**config.mk**
```make
export PLATFORM = sky130hd
export DESIGN_NAME = sorted_table_binary_search_flat
export DESIGN_NICKNAME = d
export VERILOG_FILES = /design/src/rtl/core/sts_pkg.sv /design/src/rtl/core/sts_if.sv /design/src/rtl/core/sorted_table_binary_search.sv /design/src/rtl/core/sts_ram.sv /design/src/rtl/core/sts_cfg.sv /design/src/rtl/core/sts_engine.sv /design/src/flat_wrapper.sv
export SDC_FILE = /design/constraint.sdc
export NUM_CORES = 1
export LEC_CHECK = 0
export ABC_CLOCK_PERIOD_IN_PS = 3800
export BUFFER_PORTS_ARGS = -buffer_cell sky130_fd_sc_hd__buf_4
export CAP_MARGIN = 15
export CORE_MARGIN = 3
export CORE_UTILIZATION = 45
export CTS_BUF_LIST = sky130_fd_sc_hd__clkbuf_8
export DETAILED_ROUTE_END_ITERATION = 6
export PLACE_DENSITY_LB_ADDON = 0.05
export SETUP_SLACK_MARGIN = 0.5
export SKIP_CTS_REPAIR_TIMING = 1
export SLEW_MARGIN = 30
export SYNTH_ARGS = -nofsm -noshare
export SYNTH_HDL_FRONTEND = slang
export SYNTH_SLANG_ARGS = --single-unit
```
**constraint.sdc**
```tcl
create_clock -name clk -period 3.8 [get_ports clk]
set_input_delay 1.14 -clock clk [delete_from_list [all_inputs] [get_ports clk]]
set_output_delay 1.14 -clock clk [all_outputs]
set_load 0.05 [all_outputs]
```
**src/rtl/core/sts_pkg.sv**
```systemverilog
// Shared types and constants of the sorted-table search block.
// No dependencies; compiled first.
package sts_pkg;

    localparam int IDX_W          = 4;   // index and range register width
    localparam int IDX_LIMIT      = 16;  // slots an index can name
    localparam int POS_W          = 5;   // one-based position
    localparam int PROBE_W        = 3;   // probe count
    localparam int DEPTH_DEF      = 16;
    localparam int DATA_WIDTH_DEF = 32;
    localparam int APB_AW         = 3;
    localparam int APB_DW         = 32;

    // Register indexes, taken from paddr[2]
    localparam logic REG_FIRST_INDEX = 1'b0;
    localparam logic REG_LAST_INDEX  = 1'b1;

    localparam logic [IDX_W-1:0] FIRST_INDEX_RESET = 4'd0;
    localparam logic [IDX_W-1:0] LAST_INDEX_RESET  = 4'd15;

    // Request opcodes
    localparam logic OP_WRITE  = 1'b0;
    localparam logic OP_SEARCH = 1'b1;

    typedef struct packed {
        logic [IDX_W-1:0] first_index;
        logic [IDX_W-1:0] last_index;
    } cfg_t;

    typedef struct packed {
        logic               found;
        logic [POS_W-1:0]   position;
        logic [PROBE_W-1:0] probes;
    } result_t;

    typedef enum logic [1:0] {
        ST_IDLE,
        ST_PROBE,
        ST_CMP,
        ST_DONE
    } state_t;

endpackage

```
**src/rtl/core/sts_if.sv**
```systemverilog
// Request and result channel interfaces of the sorted-table search block.
// Depends on sts_pkg.
interface sts_req_if #(
    parameter int DATA_WIDTH = sts_pkg::DATA_WIDTH_DEF
);
    import sts_pkg::*;

    logic                         valid;
    logic                         ready;
    logic                         op;
    logic [IDX_W-1:0]             index;
    logic signed [DATA_WIDTH-1:0] value;

    modport source (output valid, op, index, value, input ready);
    modport sink   (input valid, op, index, value, output ready);
endinterface

interface sts_rsp_if;
    import sts_pkg::*;

    logic               valid;
    logic               ready;
    logic               found;
    logic [POS_W-1:0]   position;
    logic [PROBE_W-1:0] probes;

    modport source (output valid, found, position, probes, input ready);
    modport sink   (input valid, found, position, probes, output ready);
endinterface

```
**src/rtl/core/sorted_table_binary_search.sv**
```systemverilog
// Sorted-table binary search, top level. Uses sts_pkg, sts_if, sts_cfg, sts_engine.
// Write request: taken while idle, stored in the table, no result.
// Search request: P probes, each a RAM read, then a compare; rsp.valid rises when
// the result register loads in ST_DONE, P <= 5 for a 16-slot range.
// One request in flight; the RAM read-compare loop and a held result (rsp.ready low) set the rate.
// Async reset clears FSM and result valid, sets range registers to 0 and 15; table is undefined until written.
module sorted_table_binary_search #(
    parameter int DEPTH      = sts_pkg::DEPTH_DEF,
    parameter int DATA_WIDTH = sts_pkg::DATA_WIDTH_DEF
) (
    input  logic                       clk,
    input  logic                       rst_n,
    // APB configuration port
    input  logic                       psel,
    input  logic                       penable,
    input  logic                       pwrite,
    input  logic [sts_pkg::APB_AW-1:0] paddr,
    input  logic [sts_pkg::APB_DW-1:0] pwdata,
    output logic [sts_pkg::APB_DW-1:0] prdata,
    output logic                       pready,
    // Request and result channels
    sts_req_if.sink                    req,
    sts_rsp_if.source                  rsp
);
    import sts_pkg::*;

    cfg_t    cfg;
    result_t result;

    // Range bounds: first_index at 0x0, last_index at 0x4.
    sts_cfg u_cfg (
        .clk     (clk),
        .rst_n   (rst_n),
        .psel    (psel),
        .penable (penable),
        .pwrite  (pwrite),
        .paddr   (paddr),
        .pwdata  (pwdata),
        .prdata  (prdata),
        .pready  (pready),
        .cfg     (cfg)
    );

    // The engine owns the table RAM. A request is taken only while the
    // engine is idle; a finished result sits in its output register, so a
    // new request can be taken while the result waits for rsp.ready.
    sts_engine #(
        .DEPTH      (DEPTH),
        .DATA_WIDTH (DATA_WIDTH)
    ) u_engine (
        .clk        (clk),
        .rst_n      (rst_n),
        .cfg        (cfg),
        .req_valid  (req.valid),
        .req_ready  (req.ready),
        .req_op     (req.op),
        .req_index  (req.index),
        .req_value  (req.value),
        .rsp_valid  (rsp.valid),
        .rsp_ready  (rsp.ready),
        .rsp_result (result)
    );

    // Result payload fans out to the channel fields.
    assign rsp.found    = result.found;
    assign rsp.position = result.position;
    assign rsp.probes   = result.probes;
endmodule

```
**src/rtl/core/sts_ram.sv**
```systemverilog
// Generic simple dual-port RAM, one write and one registered read port.
// No dependencies.
module sts_ram #(
    parameter int WIDTH = 32,
    parameter int DEPTH = 16,
    parameter int AW    = (DEPTH > 1) ? $clog2(DEPTH) : 1
) (
    input  logic             clk,
    input  logic             we,
    input  logic [AW-1:0]    waddr,
    input  logic [WIDTH-1:0] wdata,
    input  logic [AW-1:0]    raddr,
    output logic [WIDTH-1:0] rdata
);
    logic [WIDTH-1:0] mem_reg [DEPTH];
    logic [WIDTH-1:0] rdata_reg;

    always_ff @(posedge clk)
    begin
        if (we)
        begin
            mem_reg[waddr] <= wdata;
        end
        rdata_reg <= mem_reg[raddr];
    end

    assign rdata = rdata_reg;
endmodule

```
**src/rtl/core/sts_cfg.sv**
```systemverilog
// APB register file: search range bounds.
// Depends on sts_pkg.
module sts_cfg (
    input  logic                      clk,
    input  logic                      rst_n,
    input  logic                      psel,
    input  logic                      penable,
    input  logic                      pwrite,
    input  logic [sts_pkg::APB_AW-1:0] paddr,
    input  logic [sts_pkg::APB_DW-1:0] pwdata,
    output logic [sts_pkg::APB_DW-1:0] prdata,
    output logic                      pready,
    output sts_pkg::cfg_t             cfg
);
    import sts_pkg::*;

    logic [IDX_W-1:0] first_index_reg, first_index_next;
    logic [IDX_W-1:0] last_index_reg,  last_index_next;
    logic             wr_en;

    assign pready = 1'b1;
    assign wr_en  = psel && penable && pwrite && pready;

    always_comb
    begin
        first_index_next = first_index_reg;
        last_index_next  = last_index_reg;
        if (wr_en)
        begin
            unique case (paddr[2])
                REG_FIRST_INDEX: first_index_next = pwdata[IDX_W-1:0];
                REG_LAST_INDEX:  last_index_next  = pwdata[IDX_W-1:0];
                default: ;
            endcase
        end
    end

    always_comb
    begin
        unique case (paddr[2])
            REG_FIRST_INDEX: prdata = {{(APB_DW-IDX_W){1'b0}}, first_index_reg};
            REG_LAST_INDEX:  prdata = {{(APB_DW-IDX_W){1'b0}}, last_index_reg};
            default:         prdata = '0;
        endcase
    end

    always_ff @(posedge clk or negedge rst_n)
    begin
        if (!rst_n)
        begin
            first_index_reg <= FIRST_INDEX_RESET;
            last_index_reg  <= LAST_INDEX_RESET;
        end
        else
        begin
            first_index_reg <= first_index_next;
            last_index_reg  <= last_index_next;
        end
    end

    assign cfg.first_index = first_index_reg;
    assign cfg.last_index  = last_index_reg;
endmodule

```
**src/rtl/core/sts_engine.sv**
```systemverilog
// Search sequencer: table RAM, probe loop and result register.
// Depends on sts_pkg and sts_ram.
module sts_engine #(
    parameter int DEPTH      = sts_pkg::DEPTH_DEF,
    parameter int DATA_WIDTH = sts_pkg::DATA_WIDTH_DEF
) (
    input  logic                           clk,
    input  logic                           rst_n,
    input  sts_pkg::cfg_t                  cfg,
    input  logic                           req_valid,
    output logic                           req_ready,
    input  logic                           req_op,
    input  logic [sts_pkg::IDX_W-1:0]      req_index,
    input  logic signed [DATA_WIDTH-1:0]   req_value,
    output logic                           rsp_valid,
    input  logic                           rsp_ready,
    output sts_pkg::result_t               rsp_result
);
    import sts_pkg::*;

    localparam int AW   = (DEPTH > 1) ? $clog2(DEPTH) : 1;
    localparam int DCAP = (DEPTH > IDX_LIMIT) ? IDX_LIMIT : DEPTH;
    localparam logic [IDX_W:0] DEPTH_CAP = (IDX_W+1)'(DCAP);

    state_t state_reg, state_next;

    // Range kept as [lo, hi_p1): hi_p1 is one past the last live index.
    logic [IDX_W:0]               lo_reg,   lo_next;
    logic [IDX_W:0]               hip1_reg, hip1_next;
    logic [IDX_W-1:0]             mid_reg,  mid_next;
    logic signed [DATA_WIDTH-1:0] key_reg,  key_next;
    logic [PROBE_W-1:0]           miss_reg, miss_next;
    logic                         hit_reg,  hit_next;
    logic                         rsp_valid_reg, rsp_valid_next;
    result_t                      res_reg,  res_next;

    logic                         accept, accept_search;
    logic                         probe_en, cmp_en, load_out;
    logic                         range_open, entry_eq, key_gt;
    logic [IDX_W+1:0]             mid_sum;
    logic [IDX_W-1:0]             mid_calc;
    logic [IDX_W:0]               last_p1, start_hip1;
    logic                         ram_we;
    logic [IDX_W+AW-1:0]          waddr_wide, raddr_wide;
    logic [AW-1:0]                ram_waddr, ram_raddr;
    logic signed [DATA_WIDTH-1:0] ram_rdata;

    sts_ram #(
        .WIDTH (DATA_WIDTH),
        .DEPTH (DEPTH),
        .AW    (AW)
    ) u_table (
        .clk   (clk),
        .we    (ram_we),
        .waddr (ram_waddr),
        .wdata (req_value),
        .raddr (ram_raddr),
        .rdata (ram_rdata)
    );

    // FSM outputs
    always_comb
    begin
        req_ready = 1'b0;
        probe_en  = 1'b0;
        cmp_en    = 1'b0;
        load_out  = 1'b0;
        unique case (state_reg)
            ST_IDLE:  req_ready = 1'b1;
            ST_PROBE: probe_en  = 1'b1;
            ST_CMP:   cmp_en    = 1'b1;
            ST_DONE:  load_out  = !rsp_valid_reg || rsp_ready;
            default: ;
        endcase
    end

    assign accept        = req_valid && req_ready;
    assign accept_search = accept && (req_op == OP_SEARCH);
    assign ram_we        = accept && (req_op == OP_WRITE) && ({1'b0, req_index} < DEPTH_CAP);

    assign waddr_wide = {{AW{1'b0}}, req_index};
    assign raddr_wide = {{AW{1'b0}}, mid_calc};
    assign ram_waddr  = waddr_wide[AW-1:0];
    assign ram_raddr  = raddr_wide[AW-1:0];

    assign mid_sum  = {1'b0, lo_reg} + {1'b0, hip1_reg} - (IDX_W+2)'(1);
    assign mid_calc = mid_sum[IDX_W:1];

    // last_index saturates at the table end
    assign last_p1    = {1'b0, cfg.last_index} + (IDX_W+1)'(1);
    assign start_hip1 = (last_p1 > DEPTH_CAP) ? DEPTH_CAP : last_p1;

    assign entry_eq = (ram_rdata == key_reg);
    assign key_gt   = (key_reg > ram_rdata);

    always_comb
    begin
        lo_next   = lo_reg;
        hip1_next = hip1_reg;
        key_next  = key_reg;
        miss_next = miss_reg;
        hit_next  = hit_reg;
        mid_next  = mid_reg;
        if (accept_search)
        begin
            lo_next   = {1'b0, cfg.first_index};
            hip1_next = start_hip1;
            key_next  = req_value;
            miss_next = '0;
            hit_next  = 1'b0;
        end
        if (probe_en)
        begin
            mid_next = mid_calc;
        end
        if (cmp_en)
        begin
            if (entry_eq)
            begin
                hit_next = 1'b1;
            end
            else
            begin
                miss_next = miss_reg + PROBE_W'(1);
                if (key_gt)
                begin
                    lo_next = {1'b0, mid_reg} + (IDX_W+1)'(1);
                end
                else
                begin
                    hip1_next = {1'b0, mid_reg};
                end
            end
        end
        range_open = (lo_next < hip1_next);
    end

    // FSM next state
    always_comb
    begin
        state_next = state_reg;
        unique case (state_reg)
            ST_IDLE:
            begin
                if (accept_search)
                begin
                    state_next = range_open ? ST_PROBE : ST_DONE;
                end
            end
            ST_PROBE: state_next = ST_CMP;
            ST_CMP:   state_next = (entry_eq || !range_open) ? ST_DONE : ST_PROBE;
            ST_DONE:
            begin
                if (load_out)
                begin
                    state_next = ST_IDLE;
                end
            end
            default:  state_next = ST_IDLE;
        endcase
    end

    // Result register
    always_comb
    begin
        res_next       = res_reg;
        rsp_valid_next = rsp_valid_reg && !rsp_ready;
        if (load_out)
        begin
            rsp_valid_next    = 1'b1;
            res_next.found    = hit_reg;
            res_next.position = hit_reg ? (POS_W'(mid_reg) + POS_W'(1)) : '0;
            res_next.probes   = miss_reg + PROBE_W'(1);
        end
    end

    always_ff @(posedge clk or negedge rst_n)
    begin
        if (!rst_n)
        begin
            state_reg     <= ST_IDLE;
            rsp_valid_reg <= 1'b0;
        end
        else
        begin
            state_reg     <= state_next;
            rsp_valid_reg <= rsp_valid_next;
        end
    end

    always_ff @(posedge clk)
    begin
        lo_reg   <= lo_next;
        hip1_reg <= hip1_next;
        mid_reg  <= mid_next;
        key_reg  <= key_next;
        miss_reg <= miss_next;
        hit_reg  <= hit_next;
        res_reg  <= res_next;
    end

    assign rsp_valid  = rsp_valid_reg;
    assign rsp_result = res_reg;
endmodule

```
**src/flat_wrapper.sv**
```systemverilog
// flat-port wrapper written by rule: the top's interface ports become plain ports
module sorted_table_binary_search_flat import sts_pkg::*;
#(
    parameter int DEPTH      = sts_pkg::DEPTH_DEF,
    parameter int DATA_WIDTH = sts_pkg::DATA_WIDTH_DEF
)
  (clk, rst_n, psel, penable, pwrite, paddr, pwdata, prdata, pready, req_valid, req_op, req_index, req_value, req_ready, rsp_valid, rsp_found, rsp_position, rsp_probes, rsp_ready);
  sts_req_if #(.DATA_WIDTH(DATA_WIDTH)) req_i ();
  sts_rsp_if rsp_i ();
  input  logic clk;
  input  logic rst_n;
  input  logic psel;
  input  logic penable;
  input  logic pwrite;
  input  logic [sts_pkg::APB_AW-1:0] paddr;
  input  logic [sts_pkg::APB_DW-1:0] pwdata;
  output logic [sts_pkg::APB_DW-1:0] prdata;
  output logic pready;
  input wire logic [$bits(req_i.valid)-1:0] req_valid;
  input wire logic [$bits(req_i.op)-1:0] req_op;
  input wire logic [$bits(req_i.index)-1:0] req_index;
  input wire logic [$bits(req_i.value)-1:0] req_value;
  output wire logic [$bits(req_i.ready)-1:0] req_ready;
  output wire logic [$bits(rsp_i.valid)-1:0] rsp_valid;
  output wire logic [$bits(rsp_i.found)-1:0] rsp_found;
  output wire logic [$bits(rsp_i.position)-1:0] rsp_position;
  output wire logic [$bits(rsp_i.probes)-1:0] rsp_probes;
  input wire logic [$bits(rsp_i.ready)-1:0] rsp_ready;
  assign req_i.valid = req_valid;
  assign req_i.op = req_op;
  assign req_i.index = req_index;
  assign req_i.value = req_value;
  assign req_ready = req_i.ready;
  assign rsp_valid = rsp_i.valid;
  assign rsp_found = rsp_i.found;
  assign rsp_position = rsp_i.position;
  assign rsp_probes = rsp_i.probes;
  assign rsp_i.ready = rsp_ready;
  sorted_table_binary_search #(.DEPTH(DEPTH), .DATA_WIDTH(DATA_WIDTH)) u_core (.clk(clk), .rst_n(rst_n), .psel(psel), .penable(penable), .pwrite(pwrite), .paddr(paddr), .pwdata(pwdata), .prdata(prdata), .pready(pready), .req(req_i), .rsp(rsp_i));
endmodule
```
# Word level (Yosys, flattened, before mapping)
# Memory sizes are Yosys's and may differ from the RTL's. A register that Yosys moved wholly into a read port is not among the register bits.
# Index checks and enable logic that the tools add are counted.
[word_totals]
register_bits = 70
ramBits = 512
output_inout_bits = 44
mem_count = 1
[op_classes]
add_sub_neg = 5
order_cmp = 3
n_eq_ne = 6
mux = 28
n_bitwise = 2
reduce_logical = 15
[mem_list]
columns = ["memory", "depth", "word_bits", "read_ports", "rd_ports_with_merged_regs", "write_ports", "line_no", "text"]
rows = [
  ["u_core.u_engine.u_table.mem_reg", 16, 32, 1, 1, 1, "sts_ram.sv:15", "logic [WIDTH-1:0] mem_reg [DEPTH];"],
]
[op_table]
columns = ["cell", "n"]
rows = [
  ["one-hot mux 32 bit (2 select lines)", 1],
  ["two-way mux 5 bit", 9],
  ["equality test 32 bit", 1],
  ["> comparator 32 bit", 1],
  ["adder 4 x 1 -> 5 bit (second input constant)", 2],
  ["two-way mux 1 bit", 10],
  ["two-way mux 3 bit", 3],
  ["two-way mux 2 bit", 4],
  ["one-hot mux 2 bit (4 select lines)", 1],
  ["logical AND 1 bit", 6],
  ["AND reduction 2 bit", 3],
  ["adder 5 bit", 1],
  ["> comparator 5 bit (second input constant)", 1],
  ["< comparator 5 bit", 1],
  ["subtractor 5 x 1 -> 5 bit (second input constant)", 1],
  ["equality test 2 bit (second input constant)", 2],
  ["inequality test 2 bit (second input constant)", 2],
  ["adder 3 x 1 -> 3 bit (second input constant)", 1],
  ["logical NOT 1 bit", 3],
  ["equality test 2 x 1 -> 1 bit (second input constant)", 1],
  ["logical NOT 2 bit", 1],
  ["logical OR 1 bit", 2],
  ["NOT 1 bit", 2],
]

# Longest topological paths before layout
[depth]
depth_word = 13
ltp_mapped = 16
ltp_nobuf = 16

# By module
# Synthesis repeated with hierarchy kept, for this count alone.
[hier_totals]
hier_cells = 1195
area_unflattened_um2 = 23925.4
[by_module_without_submodules]
columns = ["module", "instances", "cells_per_inst", "area_per_inst_um2"]
rows = [
  ["sts_ram", 1, 838, 19854.0],
  ["sts_engine", 1, 304, 3469.6],
  ["sts_cfg", 1, 53, 601.8],
]

# Least setup slack after synthesis
# No wires, ideal clock.
[synth_timing]
path_kind = "reg2reg"
startpoint = "register u_core.u_engine.state_reg[1]"
endpoint = "memory u_core.u_engine.u_table.mem_reg[0][0], enable pin"
setup_time_ns = 0.461
arrival_ns = 4.006
setup_slack_ns = -0.668
path_stages_with_launch = 5
period_less_slack_ns = 4.468
path_cell_list = "dfrtp_1 -> nor2_1 -> nand2_1 -> or4_1 -> nor3_1"
[synth_between]
elab_chain_len = 6
[synth_rtl]
columns = ["element", "line_no", "text"]
rows = [
  ["from (decl)", "sts_engine.sv:25", "state_t state_reg, state_next;"],
  ["from (signal assigned)", "sts_engine.sv:186", "state_reg <= state_next;"],
  ["logical NOT 2 bit", "sts_engine.sv:68", "unique case (state_reg)"],
  ["two-way mux 1 bit", "sts_engine.sv:68", ""],
  ["via req_ready", "flat_wrapper.sv:23", "output wire logic [$bits(req_i.ready)-1:0] req_ready;"],
  ["logical AND 1 bit", "sts_engine.sv:77", "assign accept = req_valid && req_ready;"],
  ["logical AND 1 bit", "sts_engine.sv:79", "assign ram_we = accept && (req_op == OP_WRITE) && ({1'b0, req_index} < DEPTH_CAP);"],
  ["two-way mux 1 bit", "sts_ram.sv:20", "if (we)"],
  ["two-way mux 1 bit (implied by the code)", "sts_ram.sv:22", "mem_reg[waddr] <= wdata;"],
  ["to (decl)", "sts_ram.sv:15", ""],
]
# The timed path passes the listed nets, and every way through them passes these cells.

# Worst setup path after layout
[layout_timing]
startpoint = "register u_core.u_engine.key_reg[30]"
endpoint = "register u_core.u_engine.state_reg[1]"
[layout_between]
elab_chain_len = 9
[layout_rtl]
columns = ["element", "line_no", "text"]
rows = [
  ["from (decl)", "sts_engine.sv:31", "logic signed [DATA_WIDTH-1:0] key_reg, key_next;"],
  ["from (signal assigned)", "sts_engine.sv:196", "key_reg <= key_next;"],
  ["> comparator 32 bit", "sts_engine.sv:94", "assign key_gt = (key_reg > ram_rdata);"],
  ["two-way mux 5 bit", "sts_engine.sv:125", "if (key_gt)"],
  ["two-way mux 5 bit (*)", "sts_engine.sv:118", "if (entry_eq)"],
  ["two-way mux 5 bit (*)", "sts_engine.sv:116", "if (cmp_en)"],
  ["via u_core.u_engine.lo_next[2]", "sts_engine.sv:28", "logic [IDX_W:0] lo_reg, lo_next;"],
  ["< comparator 5 bit (*)", "sts_engine.sv:135", "range_open = (lo_next < hip1_next);"],
  ["logical NOT 1 bit", "sts_engine.sv:151", "ST_CMP: state_next = (entry_eq || !range_open) ? ST_DONE : ST_PROBE;"],
  ["logical OR 1 bit", "sts_engine.sv:151", ""],
  ["two-way mux 2 bit", "sts_engine.sv:151", ""],
  ["one-hot mux 2 bit (4 select lines) (*)", "sts_engine.sv:142", "unique case (state_reg)"],
]
# Mark *: on every way through the listed nets, which the timed path passes. The rest lies on a longest branch. The select of a mux whose other input is x is not followed.
# A chain may end at the register's enable or synchronous reset.

==> out/results.txt <==
Max FO, Critical Path - 4
H-tree levels - 3
fraction of layout cells with a size suffix above 1 - 34.9%
die width - 237 um
WL final - 52.4 mm
Final Hold Fails - 0
global-route wire length before repair - 77.8 mm
vias per cell - 5.42
Fill cells - 4,077
Cells after Synth - 1,117
Worst IR Drop VDD - 1.08 mV
Worst Hold Class - primary input to asynchronous set/reset pin
routed length on met2 - 25.0 mm
io pins - 123
DRC Markers - 0
run status - completed
number of max-cap violations - 0
prevailing post-synth register cell - edfxtp_1
Rows - 83
Crit Path Class - flip-flop to flip-flop
Max Root-Sink Buffers - 3
# setup viols final - 0
Util after Layout - 53.9%
PwrDens - 1020 nW/um^2
post-synth top area share - 69.9%
setup TNS - 0 ns
TritonCTS clock tree - yes
grt total ovfl - 0
core area - 51,900 um^2
nets - 1,439
clk sink count - 614
DRT met1 WL - 23.9 mm
chip height - 237 um
CP Capture Type - flip-flop
vias in the first global route - 12.0k
part of the Yosys area used for sequential elements - 75.0%
count of different cell masters after synthesis - 56
Final Cycle Share - 97.0%
Post-DRT Antenna Nets - 0
clock-pin slew on the worst setup and hold paths - 0.07 ns
via count - 11.3k
FF-to-FF path depth - 14
setup slack, reg-to-reg - 0.11 ns
synthesized area - 23,900 um^2
drt first pass iters - 5
initial antenna violation count - 2
worst-margin pin slew - 0.558 ns
Max Freq - 0.271 GHz
Top Layer Used - met5
hpwl dp - 28.9 mm
Pwr Total - 0.0287 W
Worst R2R End - u_core.u_engine.state_reg[1]
met3 wire len - 2.42 mm
Clock Latency Late Sink - 0.68 ns
YS warnings - 0
Largest register FFs - 512
CP Data Arrival Time - 4.25 ns
Die Area - 55,900 um^2
Synth area leader - edfxtp_1
number of synthesized flops with an enable pin - 557
max-slew violation count - 0
RR Startpoint - u_core.u_engine.key_reg[30]
CTS Root Buffer Type - clkbuf_8
Worst EP required - 4.36 ns
min Tclk post-route - 3.69 ns
Initial Util - 46.1%
largest net degree at the start of global routing - 45
DRT iter0 DRCs - 798
asr flop ratio synth - 1.79%
Avg Cell Area, Syn - 21.4 um^2
RSZ-0062 raised after global routing - true
Leakage - 9.62 nW
Avg WL per Cell - 25.2 um
Startpoint Class - flip-flop
Num CTS Buffers - 101
Layout area overhead - 17.1%
GPL Wtd Cong - 0.774
Port-buffer cells - 63
Yosys reg bits - 614
GRT Total Usage - 19.0%
Area contributors post-synth - edfxtp_1 (70%), mux4_2 (15%), dfxtp_1 (3.9%)
Clock Skew - 0.0301 ns
Max transition margin - 62.7%
==> worst max-delay path by stage <==
stage	startpoint	end	slack [ns]	cells past startpoint
after global routing	u_core.u_engine.key_reg[15]	u_core.u_engine.state_reg[1]	-0.04	15
after detailed placement	u_core.u_engine.key_reg[29]	u_core.u_engine.state_reg[1]	-0.19	15
final	u_core.u_engine.key_reg[30]	u_core.u_engine.state_reg[1]	0.11	14
after CTS	u_core.u_engine.key_reg[29]	u_core.u_engine.state_reg[1]	-0.22	15
after floorplan	u_core.u_engine.state_reg[1]	u_core.u_engine.u_table.mem_reg[8][0]	0.19	4
after global placement	u_core.u_engine.key_reg[29]	u_core.u_engine.state_reg[1]	-0.18	15
==> cell usage in the layout (no fill, tap or decap), types with 2 or more instances in the layout <==
cell type / count
clkinv_2: 10
buf_4: 109
clkinv_1: 28
mux2i_2: 2
bufinv_16: 2
nor2_1: 10
inv_6: 2
nor3_4: 5
ha_4: 5
nor2_4: 12
nand4_4: 2
dfrtp_1: 7
o211ai_1: 2
nor2b_1: 3
a21o_1: 6
nand3b_1: 3
buf_12: 18
xnor2_1: 3
buf_16: 2
nand2b_1: 5
conb_1: 29
nand2_1: 19
clkbuf_8: 115
mux2i_1: 6
mux4_2: 160
inv_1: 81
edfxtp_1: 557
a21oi_1: 17
dfstp_2: 4
o21ai_0: 9
dfxtp_1: 46
a21oi_2: 2
ha_1: 40
nand3_1: 13
nor3_1: 2
xor2_1: 3
nand4_1: 8
mux2_4: 5
a211oi_2: 2
mux2_2: 12
==> report_power, final <==
| group | total, W | switching, W | internal, W |
|---|---|---|---|
| registers | 0.00815 | 0.000174 | 0.00798 |
| clock network | 0.00549 | 0.00258 | 0.00291 |
| logic | 0.0150 | 0.00682 | 0.00819 |
| total | 0.0287 | 0.00958 | 0.0191 |
==> metal layers <==
metal  vias to the layer above  global-route usage, %
met5                         -                      0
met4                         2                   5.30
met2                       272                   30.0
met1                      5970                   27.2
met3                        89                   3.79
li1                       4949                      -
==> metrics by stage <==
stage | cell area, um^2 | cells | setup slack, ns | hold WS [ns]
after floorplan | 24100 | 1144 | 0.187 | 0.423
after global placement | 25800 | 1884 | -0.177 | 0.450
after detailed placement | 25800 | 1886 | -0.193 | 0.461
after CTS | 27800 | 2074 | -0.223 | 0.217
after global routing | 28000 | 2079 | -0.0441 | 0.224
final | 28000 | 2080 | 0.114 | 0.287
==> area by class of cell <==
cell class                      instances  area [um^2]  share of cell area, %
Sequential cell                       614        17900                   64.0
Inverter                               53          200                  0.715
Clock inverter                         73          372                   1.33
Antenna cell                            1         2.50                0.00894
Tap cell                              680          851                   3.04
Timing Repair Buffer                  131         1260                   4.50
Multi-Input combinational cell        413         5800                   20.7
Clock buffer                          115         1580                   5.65
==> cells in the mapped netlist (10+ instances only) <==
cell type  count
clkbuf_1      19
nand3_1       13
buf_2         13
dfxtp_1       46
inv_1         52
nand2_1       19
ha_1          45
buf_4         32
mux4_2       160
edfxtp_1     557
o21ai_0       10
nor2_1        23
a21oi_1       19
mux2_2        12
==> kinds of logic after synthesis <==
group                    synth area share [%]
flip-flops                               75.0
multiplexers                             16.3
buffers and inverters                    2.41
AND/OR/NAND/NOR                          2.11
AO/OA/AOI/OAI                            1.43
adder cells (fa/ha/maj)                  2.44
XOR/XNOR                                0.324
other                                  0.0314
==> worst max-delay path, stage by stage (launching register included) <==
cell	delay, ns
edfxtp_1	0.42
ha_4	0.30
nand4_1	0.28
buf_4	0.26
a211o_1	0.31
a32o_2	0.36
nor2_8	0.17
mux2i_2	0.25
ha_1	0.27
a21o_1	0.16
a21o_1	0.18
a21oi_2	0.17
nand3b_1	0.16
a211oi_2	0.21
a211oi_1	0.07
No activity file was read; power rests on OpenSTA's default activity.
